--- config.mk ---
export PLATFORM = sky130hd
export DESIGN_NAME = ppbe_front_flat
export DESIGN_NICKNAME = d
export VERILOG_FILES = /design/src/rtl/palette_parity_bit_embedder_macros.svh /design/src/rtl/ppbe_pkg.sv /design/src/rtl/ppbe_in_if.sv /design/src/rtl/ppbe_front.sv /design/src/flat_wrapper.sv
export SDC_FILE = /design/constraint.sdc
export NUM_CORES = 1
export LEC_CHECK = 0
export BUFFER_PORTS_ARGS = -buffer_cell sky130_fd_sc_hd__buf_2
export CORE_ASPECT_RATIO = 0.75
export CORE_MARGIN = 5
export CORE_UTILIZATION = 45
export CTS_CLUSTER_DIAMETER = 30
export DETAILED_ROUTE_END_ITERATION = 10
export PLACE_DENSITY = 0.7
export SYNTH_ARGS = -nofsm -noshare
export SYNTH_HDL_FRONTEND = slang
export SYNTH_SLANG_ARGS = --single-unit
--- constraint.sdc ---
create_clock -name clk -period 3.45 [get_ports clk]
set_input_delay 0.345 -clock clk [delete_from_list [all_inputs] [get_ports clk]]
set_output_delay 0.345 -clock clk [all_outputs]
set_load 0.05 [all_outputs]
--- src/rtl/palette_parity_bit_embedder_macros.svh ---
// assertion macros for the palette parity embedder
// expects clk and arst_n in the scope of use
`ifndef PALETTE_PARITY_BIT_EMBEDDER_MACROS_SVH
`define PALETTE_PARITY_BIT_EMBEDDER_MACROS_SVH

`ifndef NO_ASSERTIONS
`define PPBE_ASSERT_IMP(label, lhs, rhs) \
	label: assert property (@(posedge clk) disable iff (!arst_n) (lhs) |-> (rhs)) \
		else $error("ppbe assertion failed");
`define PPBE_ASSERT_NEXT(label, lhs, rhs) \
	label: assert property (@(posedge clk) disable iff (!arst_n) (lhs) |=> (rhs)) \
		else $error("ppbe assertion failed");
`else
`define PPBE_ASSERT_IMP(label, lhs, rhs)
`define PPBE_ASSERT_NEXT(label, lhs, rhs)
`endif

`endif

--- src/rtl/ppbe_pkg.sv ---
// shared types, constants and helpers of the palette parity embedder
// no dependencies
package ppbe_pkg;

	localparam int PALETTE_ENTRIES_DEF = 256;
	localparam int IDX_W = 8;
	localparam int COL_W = 8;
	localparam int RGB_W = 3 * COL_W;
	localparam int SQ_W = 2 * COL_W;
	localparam int DIST_W = SQ_W + 2;
	localparam int Q_DEPTH = 2;
	localparam int Q_PW = $clog2(Q_DEPTH);

	localparam logic OP_WRITE = 1'b0;
	localparam logic OP_EMBED = 1'b1;

	typedef enum logic [1:0] {
		KD_WRITE,
		KD_EMBED,
		KD_RANGE
	} kind_t;

	typedef enum logic [2:0] {
		BK_IDLE,
		BK_LOOKUP,
		BK_SCAN,
		BK_DRAIN,
		BK_EMIT
	} bk_state_t;

	typedef struct packed {
		kind_t kind;
		logic [IDX_W-1:0] index;
		logic [RGB_W-1:0] colour;
		logic msg_bit;
	} cmd_t;

	typedef struct packed {
		logic vld;
		logic full;
		cmd_t cmd;
	} lnk_t;

	function automatic logic colour_parity(input logic [RGB_W-1:0] c);
		return c[2*COL_W] ^ c[COL_W] ^ c[0];
	endfunction

	function automatic logic [COL_W-1:0] abs_diff(input logic [COL_W-1:0] a,
			input logic [COL_W-1:0] b);
		return (a > b) ? a - b : b - a;
	endfunction

endpackage

--- src/rtl/ppbe_in_if.sv ---
// input channel of the palette parity embedder: palette writes and embeds
// depends on ppbe_pkg
interface ppbe_in_if;
	import ppbe_pkg::*;

	logic valid;
	logic ready;
	logic op;
	logic [IDX_W-1:0] index;
	logic [COL_W-1:0] red;
	logic [COL_W-1:0] green;
	logic [COL_W-1:0] blue;
	logic msg_bit;

	modport source(output valid, op, index, red, green, blue, msg_bit, input ready);
	modport sink(input valid, op, index, red, green, blue, msg_bit, output ready);
endinterface

--- src/rtl/ppbe_front.sv ---
// front end: takes input beats, classifies them and queues them for the back end
// depends on ppbe_pkg and ppbe_in_if
module ppbe_front #(
	parameter int PALETTE_ENTRIES = ppbe_pkg::PALETTE_ENTRIES_DEF
) (
	input  logic clk,
	input  logic arst_n,
	ppbe_in_if.sink item,
	input  logic pop,
	output ppbe_pkg::lnk_t head
);
	import ppbe_pkg::*;

	cmd_t ent_q [Q_DEPTH];
	logic [Q_PW-1:0] wr_ptr_q;
	logic [Q_PW-1:0] rd_ptr_q;
	logic [Q_PW:0] cnt_q;
	cmd_t cls;
	logic in_range;
	logic push;
	logic full;

	assign in_range = {1'b0, item.index} < (IDX_W + 1)'(PALETTE_ENTRIES);
	assign full = cnt_q == (Q_PW + 1)'(Q_DEPTH);
	assign item.ready = !full;
	// out-of-range palette writes are dropped here
	assign push = item.valid && !full && (item.op == OP_EMBED || in_range);

	always_comb begin
		cls.index = item.index;
		cls.colour = {item.red, item.green, item.blue};
		cls.msg_bit = item.msg_bit;
		if (item.op == OP_WRITE) begin
			cls.kind = KD_WRITE;
		end else if (in_range) begin
			cls.kind = KD_EMBED;
		end else begin
			cls.kind = KD_RANGE;
		end
	end

	always_ff @(posedge clk) begin
		if (push) begin
			ent_q[wr_ptr_q] <= cls;
		end
	end

	always_ff @(posedge clk or negedge arst_n) begin
		if (!arst_n) begin
			wr_ptr_q <= '0;
			rd_ptr_q <= '0;
			cnt_q <= '0;
		end else begin
			if (push) begin
				wr_ptr_q <= wr_ptr_q + 1'b1;
			end
			if (pop) begin
				rd_ptr_q <= rd_ptr_q + 1'b1;
			end
			case ({push, pop})
				2'b10: cnt_q <= cnt_q + 1'b1;
				2'b01: cnt_q <= cnt_q - 1'b1;
				default: cnt_q <= cnt_q;
			endcase
		end
	end

	assign head.vld = cnt_q != '0;
	assign head.full = full;
	assign head.cmd = ent_q[rd_ptr_q];
endmodule

--- src/flat_wrapper.sv ---
// flat-port wrapper written by rule: the top's interface ports become plain ports
module ppbe_front_flat import ppbe_pkg::*;
#(
	parameter int PALETTE_ENTRIES = ppbe_pkg::PALETTE_ENTRIES_DEF
)
  (clk, arst_n, pop, head, item_valid, item_op, item_index, item_red, item_green, item_blue, item_msg_bit, item_ready);
  ppbe_in_if item_i ();
  input  logic clk;
  input  logic arst_n;
  input  logic pop;
  output ppbe_pkg::lnk_t head;
  input wire logic [$bits(item_i.valid)-1:0] item_valid;
  input wire logic [$bits(item_i.op)-1:0] item_op;
  input wire logic [$bits(item_i.index)-1:0] item_index;
  input wire logic [$bits(item_i.red)-1:0] item_red;
  input wire logic [$bits(item_i.green)-1:0] item_green;
  input wire logic [$bits(item_i.blue)-1:0] item_blue;
  input wire logic [$bits(item_i.msg_bit)-1:0] item_msg_bit;
  output wire logic [$bits(item_i.ready)-1:0] item_ready;
  assign item_i.valid = item_valid;
  assign item_i.op = item_op;
  assign item_i.index = item_index;
  assign item_i.red = item_red;
  assign item_i.green = item_green;
  assign item_i.blue = item_blue;
  assign item_i.msg_bit = item_msg_bit;
  assign item_ready = item_i.ready;
  ppbe_front #(.PALETTE_ENTRIES(PALETTE_ENTRIES)) u_core (.clk(clk), .arst_n(arst_n), .item(item_i), .pop(pop), .head(head));
endmodule
==> out/metrics.yaml, run 1 <==
cts.sinks: 72
finalCritPeriodShare_pct: 69.2
grt_max_degree: 36
gp_congestion: 0.714
vias: 1324
track_usage_pct: 11.5
worstPathCellList: "mux2_2, buf_2"
required_ns: 3.11
die_area_um2: 7970
setup_tns_ns: 0
area_growth_pct: 20.2
end_kind: "output port"
min_to: "u_core.ent_q[1][15]"
portBuffers: 74
register_area_um2: 2140
netlist_top_cells_area: "edfxtp_1 72%, mux2_4 15%, dfrtp_1 3.5%, buf_12 2.1%, mux2_2 2.0%"
r2r_cells: 3
cts-resized-gates: 0
ys_warn_count: 0
r2r-end: "u_core.ent_q[0][3]"
synth_edf_count: 68
coreArea_um2: 6190
path_clk_slew_ns: 0.07
initial_utilization_pct: 45.6
async_flop_share_pct: 5.56
ys_ff_latch: 72
final_layout_size_suffix_gt1_share_pct: 60.7
dpl.hpwl_um: 2880
nets: 245
final_common_cell: "buf_2"
min_period_ns: 2.39
syn-cell-area_um2: 2820
cp_max_fo: 35
synth_top_area_share_pct: 72.4
p_per_area_nw_per_um2: 991
status: "complete, no violations"
antenna_found_initial: 1
worst_pin_slew_ns: 1.07
drt-total-wl_um: 4360
timing.fmax_ghz: 0.419
multiInputGateArea_um2: 598
r2r_slack_ns: 1.56
slowest_stage: "dfrtp_2"
grt_pass1_wl_um: 6670
finalSetupViolCount: 0
worst_skew_pair.late_latency_ns: 0.33
fillCellCount: 502
postRouteAntennaNets: 0
htreeDepth: 3
die_w_um: 101
worstPathArrival_ns: 2.04
drv_cap: 0
skew_ns: 0.00511
synth_cell_types: 17
die_h_um: 78.6
grt_pass1_vias: 1424
placed_cell_area_um2: 3220
grt_overflow: 0
vdd_drop_max_mv: 0.470
synth_nets: 165
viasPerCell: 4.53
leakage_nw: 1.37
critPathMaxStageDelay_ns: 1.08
max_slew_margin_pct: 28.4
final_max_slew_viol_count: 0
final_cell_mix: "74 x buf_2, 68 x edfxtp_1, 29 x mux2_4"
rows: 25
crit_type: "reg2out"
rsz0062_at_grt: "false"
reg2reg_from: "u_core.cnt_q[0]"
power_w: 0.00336
clockRootBuffer: "clkbuf_8"
cts.path.max_buffers: 2
cp-start-kind: "register"
ys_seq_area_share_pct: 75.9
wl_per_cell_um: 14.9
syn_area_per_cell_um2: 22.4
final-hold-violation-count: 0
fin_area_um2: 3390
synth_ff_type: "edfxtp_1"
drc: 0
drt_iter0_markers: 50
yosysTopAreaCell: "edfxtp_1"
min_from: "item_green[6]"
hold_class: "in2reg"
syn_inst: 126
cts_tree: "yes"
firstDrtPassIters: 4
pin_count: 76
diodes: 0
whs_path_depth: 1
numCtsBuffers: 9
kinds of logic after synthesis:
group,synth area share [%]
flops,75.9
mux,17.4
buf+inv,3.19
simple gates,1.33
xor+xnor,1.55
fa+ha+maj,0.443
other cells,0.133
where the power goes:
part           internal, W  switching, W
clock network     0.000257      0.000284
registers          0.00120      0.000172
logic             0.000486      0.000961
per-stage QoR:
stage,hold slack [ns],cells,worst slack (ns),utilization (%)
after CTS,0.175,292,1.00,54.7
after floorplan,0.0494,126,0.816,-
after detailed placement,0.160,275,1.37,51.9
after global routing,0.168,292,0.945,54.7
after global placement,0.157,275,1.38,51.9
final,0.199,292,1.06,54.7
worst max path at each step:
| stage | end | startpoint | depth (start not counted) | slack, ns |
|---|---|---|---|---|
| floorplan | u_core.ent_q[0][0] | u_core.cnt_q[0] | 3 | 0.82 |
| global placement | head[15] | u_core.rd_ptr_q | 2 | 1.38 |
| detailed placement | head[16] | u_core.rd_ptr_q | 2 | 1.37 |
| CTS | head[16] | u_core.rd_ptr_q | 2 | 1.00 |
| global route | head[20] | u_core.rd_ptr_q | 2 | 0.95 |
| finish | head[16] | u_core.rd_ptr_q | 2 | 1.06 |
registers in the layout (all words and copies together), names as in the netlist:
name	count
u_core.rd_ptr_q	1
u_core.wr_ptr_q	1
u_core.ent_q	68
u_core.cnt_q	2
per-layer routing:
layer  global-route usage (%)  vias to the layer above  part of all wire, %
li1                         -                      641                    -
met1                     13.0                      619                   40
met2                     17.8                       51                   48
met3                     6.31                       11                   11
met4                     5.58                        2                  1.4
met5                        0                        -                 0.34
cell usage after synthesis, types with 2 or more instances:
master,n
buf_12,3
nor2_1,2
dfrtp_1,4
xnor2_1,3
mux2_4,29
mux2_2,5
edfxtp_1,68
buf_4,2
xor2_1,2
critical path, delay by kind of cell (launching register included):
family                 cells  cell delay (ns)
buffers and inverters      1             0.21
flip-flops                 1             1.08
multiplexers               1             0.42
cell type report:
cell class                 instances  area share [%]
tap                               81            2.99
inverter                           1           0.111
sequential                        72            63.2
clock inverter                     6            1.07
multi-input combinational         47            17.6
clock buffer                      10            3.76
timing repair buffer              75            11.2
repair_timing:
item                      in CTS  in global routing
hold buffers                   1                  0
hold endpoints to repair       4                  0
setup buffers                  0                  0
Power figures use the tool's default switching activity.
==> run 2: changes to the inputs <==
==> constraint.sdc (replaced) <==
create_clock -name clk -period 2.4 [get_ports clk]
set_input_delay 0.24 -clock clk [delete_from_list [all_inputs] [get_ports clk]]
set_output_delay 0.24 -clock clk [all_outputs]
set_load 0.05 [all_outputs]
==> run 2 against run 1 <==
Worst hold slack worse by 0.11 ns. Routed wire length rose by 2.5%. Final cell count grew 0.68%. Power rose by 58%. Flip-flop and latch count is the same. Core utilization rose by 2.5 points. Count of clock-buffer cells in the layout fell by 1. Sequential share of layout area decreased by 2.7 points. Global-route usage up 0.36 points. Die area stayed put. Clock skew decreased by 0.0016 ns. Clock power grew 120%.
==> out/metrics.yaml, run 2 (same netlist as run 1, synthesis figures left out) <==
fillCellCount: 479  # -4.6%
finalCritPeriodShare_pct: 88.1
hold_class: "in2reg"
nets: 248  # +1.2%
pin_count: 76  # unchanged
leakage_nw: 1.44  # +4.9%
final_cell_mix: "74 x buf_2, 68 x edfxtp_1, 29 x mux2_4"
die_area_um2: 7970  # unchanged
r2r_cells: 4  # +1
die_h_um: 78.6  # unchanged
drt_iter0_markers: 24  # -52%
area_growth_pct: 25.6
grtUsageMet3_pct: 7.28  # +0.98 points
min_to: "u_core.ent_q[0][13]"
drv_cap: 0  # unchanged
worstPathArrival_ns: 1.87  # -0.17 ns
fin_area_um2: 3540  # +4.5%
reg2reg_from: "u_core.cnt_q[0]"
largest_register_ffs: 68  # unchanged
vias: 1338  # +1.1%
grt_pass1_vias: 1412  # -0.84%
wl_per_cell_um: 15.2  # +1.8%
timing.fmax_ghz: 0.473
grt_overflow: 0  # unchanged
final_common_cell: "buf_2"
postRouteAntennaNets: 0  # unchanged
cts-resized-gates: 0  # unchanged
placed_cell_area_um2: 3280  # +1.9%
postLayoutCoreUtil_pct: 57.2  # +2.5 points
vdd_drop_max_mv: 1.20  # +150%
status: "complete, no violations"
max_slew_margin_pct: 61.2  # +33 points
final_layout_size_suffix_gt1_share_pct: 61.0  # +0.37 points
firstDrtPassIters: 4  # unchanged
rsz0062_at_grt: "false"
cts.path.max_buffers: 2  # unchanged
worst_pin_slew_ns: 0.582  # -0.493 ns
cts_tree: "yes"
cp-start-kind: "register"
path_clk_slew_ns: 0.07  # about the same
skew_ns: 0.00355  # -0.00156 ns
htreeDepth: 3  # unchanged
rows: 25  # unchanged
diodes: 0  # unchanged
portBuffers: 74  # unchanged
grt_pass1_wl_um: 6850  # +2.8%
cp_max_fo: 19  # -46%
final_max_slew_viol_count: 0  # unchanged
numCtsBuffers: 9  # unchanged
place_ws_ns: 0.630  # -0.738 ns
cts.sinks: 72  # unchanged
whs_path_depth: 1  # unchanged
setup_tns_ns: 0  # unchanged
use_met2_pct: 17.5  # -0.26 points
worst_skew_pair.late_latency_ns: 0.34  # about the same
dpl.hpwl_um: 3170  # +10%
setup_slack_ns: 0.287  # -0.776 ns
required_ns: 2.16  # -0.95 ns
min_from: "item_green[4]"
min_period_ns: 2.11
drt-total-wl_um: 4470  # +2.5%
p_per_area_nw_per_um2: 1500  # +51%
end_kind: "output port"
power_w: 0.00532  # +58%
antenna_found_initial: 0  # -1
die_w_um: 101  # unchanged
r2r-end: "u_core.ent_q[0][26]"
clockRootBuffer: "clkbuf_8"
gp_congestion: 0.632  # -11%
finalSetupViolCount: 0  # unchanged
drc: 0  # unchanged
crit_type: "reg2out"
r2r_slack_ns: 0.74  # -0.82 ns
track_usage_pct: 11.9  # +0.36 points
viasPerCell: 4.55  # +0.37%
top_regs: "u_core.ent_q: 68 flops, u_core.cnt_q: 2 flops"
grt_max_degree: 21  # -42%
grt_use_met1_pct: 15.0  # +2.1 points
initial_utilization_pct: 45.6  # unchanged
largest_register: "u_core.ent_q"
coreArea_um2: 6190  # unchanged
top_usage_layer: "met2"
final-hold-violation-count: 0  # unchanged
run 2: how the worst max path moves through the flow:
stage                    start            endpoint  slack [ns]  depth (start not counted)
3_3_place_gp   u_core.rd_ptr_q            head[26]        0.64                          3
3_5_place_dp   u_core.rd_ptr_q            head[22]        0.63                          3
2_1_floorplan  u_core.cnt_q[0]  u_core.ent_q[0][0]        0.33                          3
5_1_grt        u_core.rd_ptr_q            head[26]        0.20                          3
4_1_cts        u_core.rd_ptr_q            head[22]        0.26                          3
6_report       u_core.rd_ptr_q            head[22]        0.29                          3
run 2: worst max-delay path, stage by stage, from the launching register on:
cell     delay, ns
dfrtp_2       0.74
buf_12        0.26
mux2_4        0.32
buf_2         0.21
run 2: per-layer routing:
metal | routed length (um) | vias to the layer above
met3 | 514 | 2
met4 | 12 | 0
met5 | 0 | -
li1 | - | 647
met2 | 1980 | 67
met1 | 1960 | 622
run 2: where the power goes:
| group | switching, W | total, W | internal (W) |
|---|---|---|---|
| Clock | 0.000405 | 0.00119 | 0.000787 |
| Sequential | 0.000175 | 0.00190 | 0.00172 |
| Combinational | 0.00147 | 0.00223 | 0.000755 |
run 2: layout make-up:
type                    count  area, um2  area share [%]
flip-flops and latches     72       2140            60.5
multi-input cells          47        598            16.9
repair buffers             78        440            12.4
clock inverters             6        133            3.74
clock buffers               9        124            3.50
well taps                  81        101            2.86
inverters                   1       3.75           0.106
run 2: repair_timing:
item,CTS,global route
hold buffers,1,0
endpoints found under the hold margin,4,0
buffers inserted,0,0
run 2: per-stage QoR:
stage | hold WS (ns) | instances
2_1_floorplan | -0.0556 | 126
3_3_place_gp | 0.0523 | 278
3_5_place_dp | 0.0544 | 278
4_1_cts | 0.0681 | 294
5_1_grt | 0.0636 | 294
6_report | 0.0870 | 294
==> run 3: changes to the inputs <==
==> constraint.sdc (replaced) <==
create_clock -name clk -period 2.3 [get_ports clk]
set_input_delay 0.23 -clock clk [delete_from_list [all_inputs] [get_ports clk]]
set_output_delay 0.23 -clock clk [all_outputs]
set_load 0.05 [all_outputs]
==> run 3 against run 2 <==
Flip-flop and latch count unchanged. Setup slack worse by 0.084 ns. Power down 2.1%. Cell area down 2.2%. Die area unchanged. Combinational power up 4%. Routed wire length down 0.13%. Register-to-register slack better by 0.02 ns. Global-route usage about the same. Clock skew up 0.00089 ns. Non-clock buffer count up 1.
==> out/metrics.yaml, run 3 (same netlist as run 1, synthesis figures left out) <==
status: "complete, no violations"
power_w: 0.00521  # -2.1%
track_usage_pct: 11.9  # +0.033 points
die_area_um2: 7970  # unchanged
register_area_um2: 2140  # unchanged
postLayoutCoreUtil_pct: 56.0  # -1.2 points
leakage_nw: 1.41  # -2.1%
drt_iter0_markers: 72  # +200%
worstPathArrival_ns: 1.87  # about the same
die_h_um: 78.6  # unchanged
end_kind: "output port"
grt_pass1_wl_um: 7080  # +3.3%
cts_tree: "yes"
crit_type: "reg2out"
postRouteAntennaNets: 0  # unchanged
initial_utilization_pct: 45.6  # unchanged
grtUsageMet3_pct: 8.44  # +1.2 points
area_growth_pct: 22.9
antenna_found_initial: 0  # unchanged
setup_tns_ns: 0  # unchanged
final-hold-violation-count: 0  # unchanged
final_common_cell: "buf_2"
p_per_area_nw_per_um2: 1500  # about the same
finalSetupViolCount: 0  # unchanged
firstDrtPassIters: 4  # unchanged
required_ns: 2.07  # -0.09 ns
drt-total-wl_um: 4460  # -0.13%
rows: 25  # unchanged
vdd_drop_max_mv: 1.07  # -10%
top_usage_layer: "met2"
drc: 0  # unchanged
viasPerCell: 4.61  # +1.3%
nets: 249  # +0.40%
worst_skew_pair.late_latency_ns: 0.33  # about the same
largest_register_ffs: 68  # unchanged
fin_cells: 295  # +0.34%
rsz0062_at_grt: "false"
final_layout_size_suffix_gt1_share_pct: 61.7  # +0.65 points
cp_max_fo: 19  # unchanged
top_regs: "u_core.ent_q: 68 flops, u_core.cnt_q: 2 flops"
drv_cap: 0  # unchanged
use_met2_pct: 17.2  # -0.26 points
wl_per_cell_um: 15.1  # -0.47%
cp-start-kind: "register"
timing.fmax_ghz: 0.477
path_clk_slew_ns: 0.07  # about the same
cts.sinks: 72  # unchanged
cts.path.max_buffers: 2  # unchanged
cts_setup_buffers: 0  # unchanged
coreArea_um2: 6190  # unchanged
die_w_um: 101  # unchanged
skew_ns: 0.00444  # +0.000894 ns
gp_congestion: 0.657  # +3.8%
dpl.hpwl_um: 3140  # -0.98%
min_period_ns: 2.10
final_cell_mix: "74 x buf_2, 68 x edfxtp_1, 29 x mux2_4"
final_max_slew_viol_count: 0  # unchanged
grt_pass1_vias: 1387  # -1.8%
portBuffers: 74  # unchanged
htreeDepth: 3  # unchanged
fillCellCount: 485  # +1.3%
diodes: 0  # unchanged
numCtsBuffers: 9  # unchanged
hold_class: "in2reg"
grt_use_met1_pct: 14.6  # -0.42 points
worst_pin_slew_ns: 0.584  # +0.00196 ns
largest_register: "u_core.ent_q"
finalCritPeriodShare_pct: 91.2
max_slew_margin_pct: 61.1  # -0.13 points
placedCellCount: 279  # +0.36%
multiInputGateArea_um2: 598  # unchanged
grt_overflow: 0  # unchanged
clockRootBuffer: "clkbuf_8"
pin_count: 76  # unchanged
grt_max_degree: 22  # +4.8%
vias: 1360  # +1.6%
run 3: changes by cell type in the layout (fill, tap and decap cells not counted):
| cell | delta |
|---|---|
| clkinv_1 | -1 |
| clkinvlp_4 | +1 |
| buf_12 | -1 |
| clkinv_2 | +3 |
| bufinv_16 | -3 |
| buf_4 | +2 |
run 3: metal layers:
layer | wire length, um | vias up
met2 | 1960 | 66
li1 | - | 646
met4 | 27 | 0
met3 | 616 | 3
met5 | 0 | -
met1 | 1850 | 645
run 3: repair_timing:
item                                    in CTS  in global routing
resized for setup                            0                  0
hold endpoints to repair                     4                  0
hold buffers                                 1                  0
endpoints found under the setup margin       0                  0
run 3: area by class of cell:
cell class / count / area share, %
Clock buffer: 9 / 3.57
Multi-Input combinational cell: 47 / 17.3
Clock inverter: 6 / 1.77
Inverter: 1 / 0.108
Timing Repair Buffer: 79 / 12.6
Tap cell: 81 / 2.92
Sequential cell: 72 / 61.8
run 3: worst max-delay path, cell delays in order, from the launching register on:
cell     delay, ns
dfrtp_2       0.74
buf_12        0.26
mux2_4        0.31
buf_2         0.21
run 3: worst paths after layout:
kind                                        to  slack, ns  cells after the start       startpoint
setup / recovery                      head[18]       0.20                      3  u_core.rd_ptr_q
hold / removal             u_core.ent_q[0][20]       0.08                      1      item_red[3]
setup reg to reg           u_core.ent_q[1][22]       0.76                      3  u_core.cnt_q[0]
hold reg to reg                u_core.cnt_q[0]       0.54                      1  u_core.cnt_q[0]
max in group asynchronous      u_core.rd_ptr_q       1.93                      2           arst_n
min in group asynchronous      u_core.wr_ptr_q       0.23                      2           arst_n
run 3: through the flow:
step / hold slack, ns / setup WS (ns) / cell area, um2
after floorplan: -0.0656 / 0.225 / 2820
after global placement: 0.0412 / 0.548 / 3270
after detailed placement: 0.0439 / 0.536 / 3270
after CTS: 0.0574 / 0.150 / 3470
after global routing: 0.0554 / 0.0929 / 3470
final: 0.0797 / 0.202 / 3470
run 3: power breakdown:
part           leakage [nW]  switching [W]  internal, W  total, W
logic                 0.638        0.00153     0.000780   0.00231
clock network        0.0948       0.000431     0.000490  0.000921
registers             0.677       0.000179      0.00180   0.00197
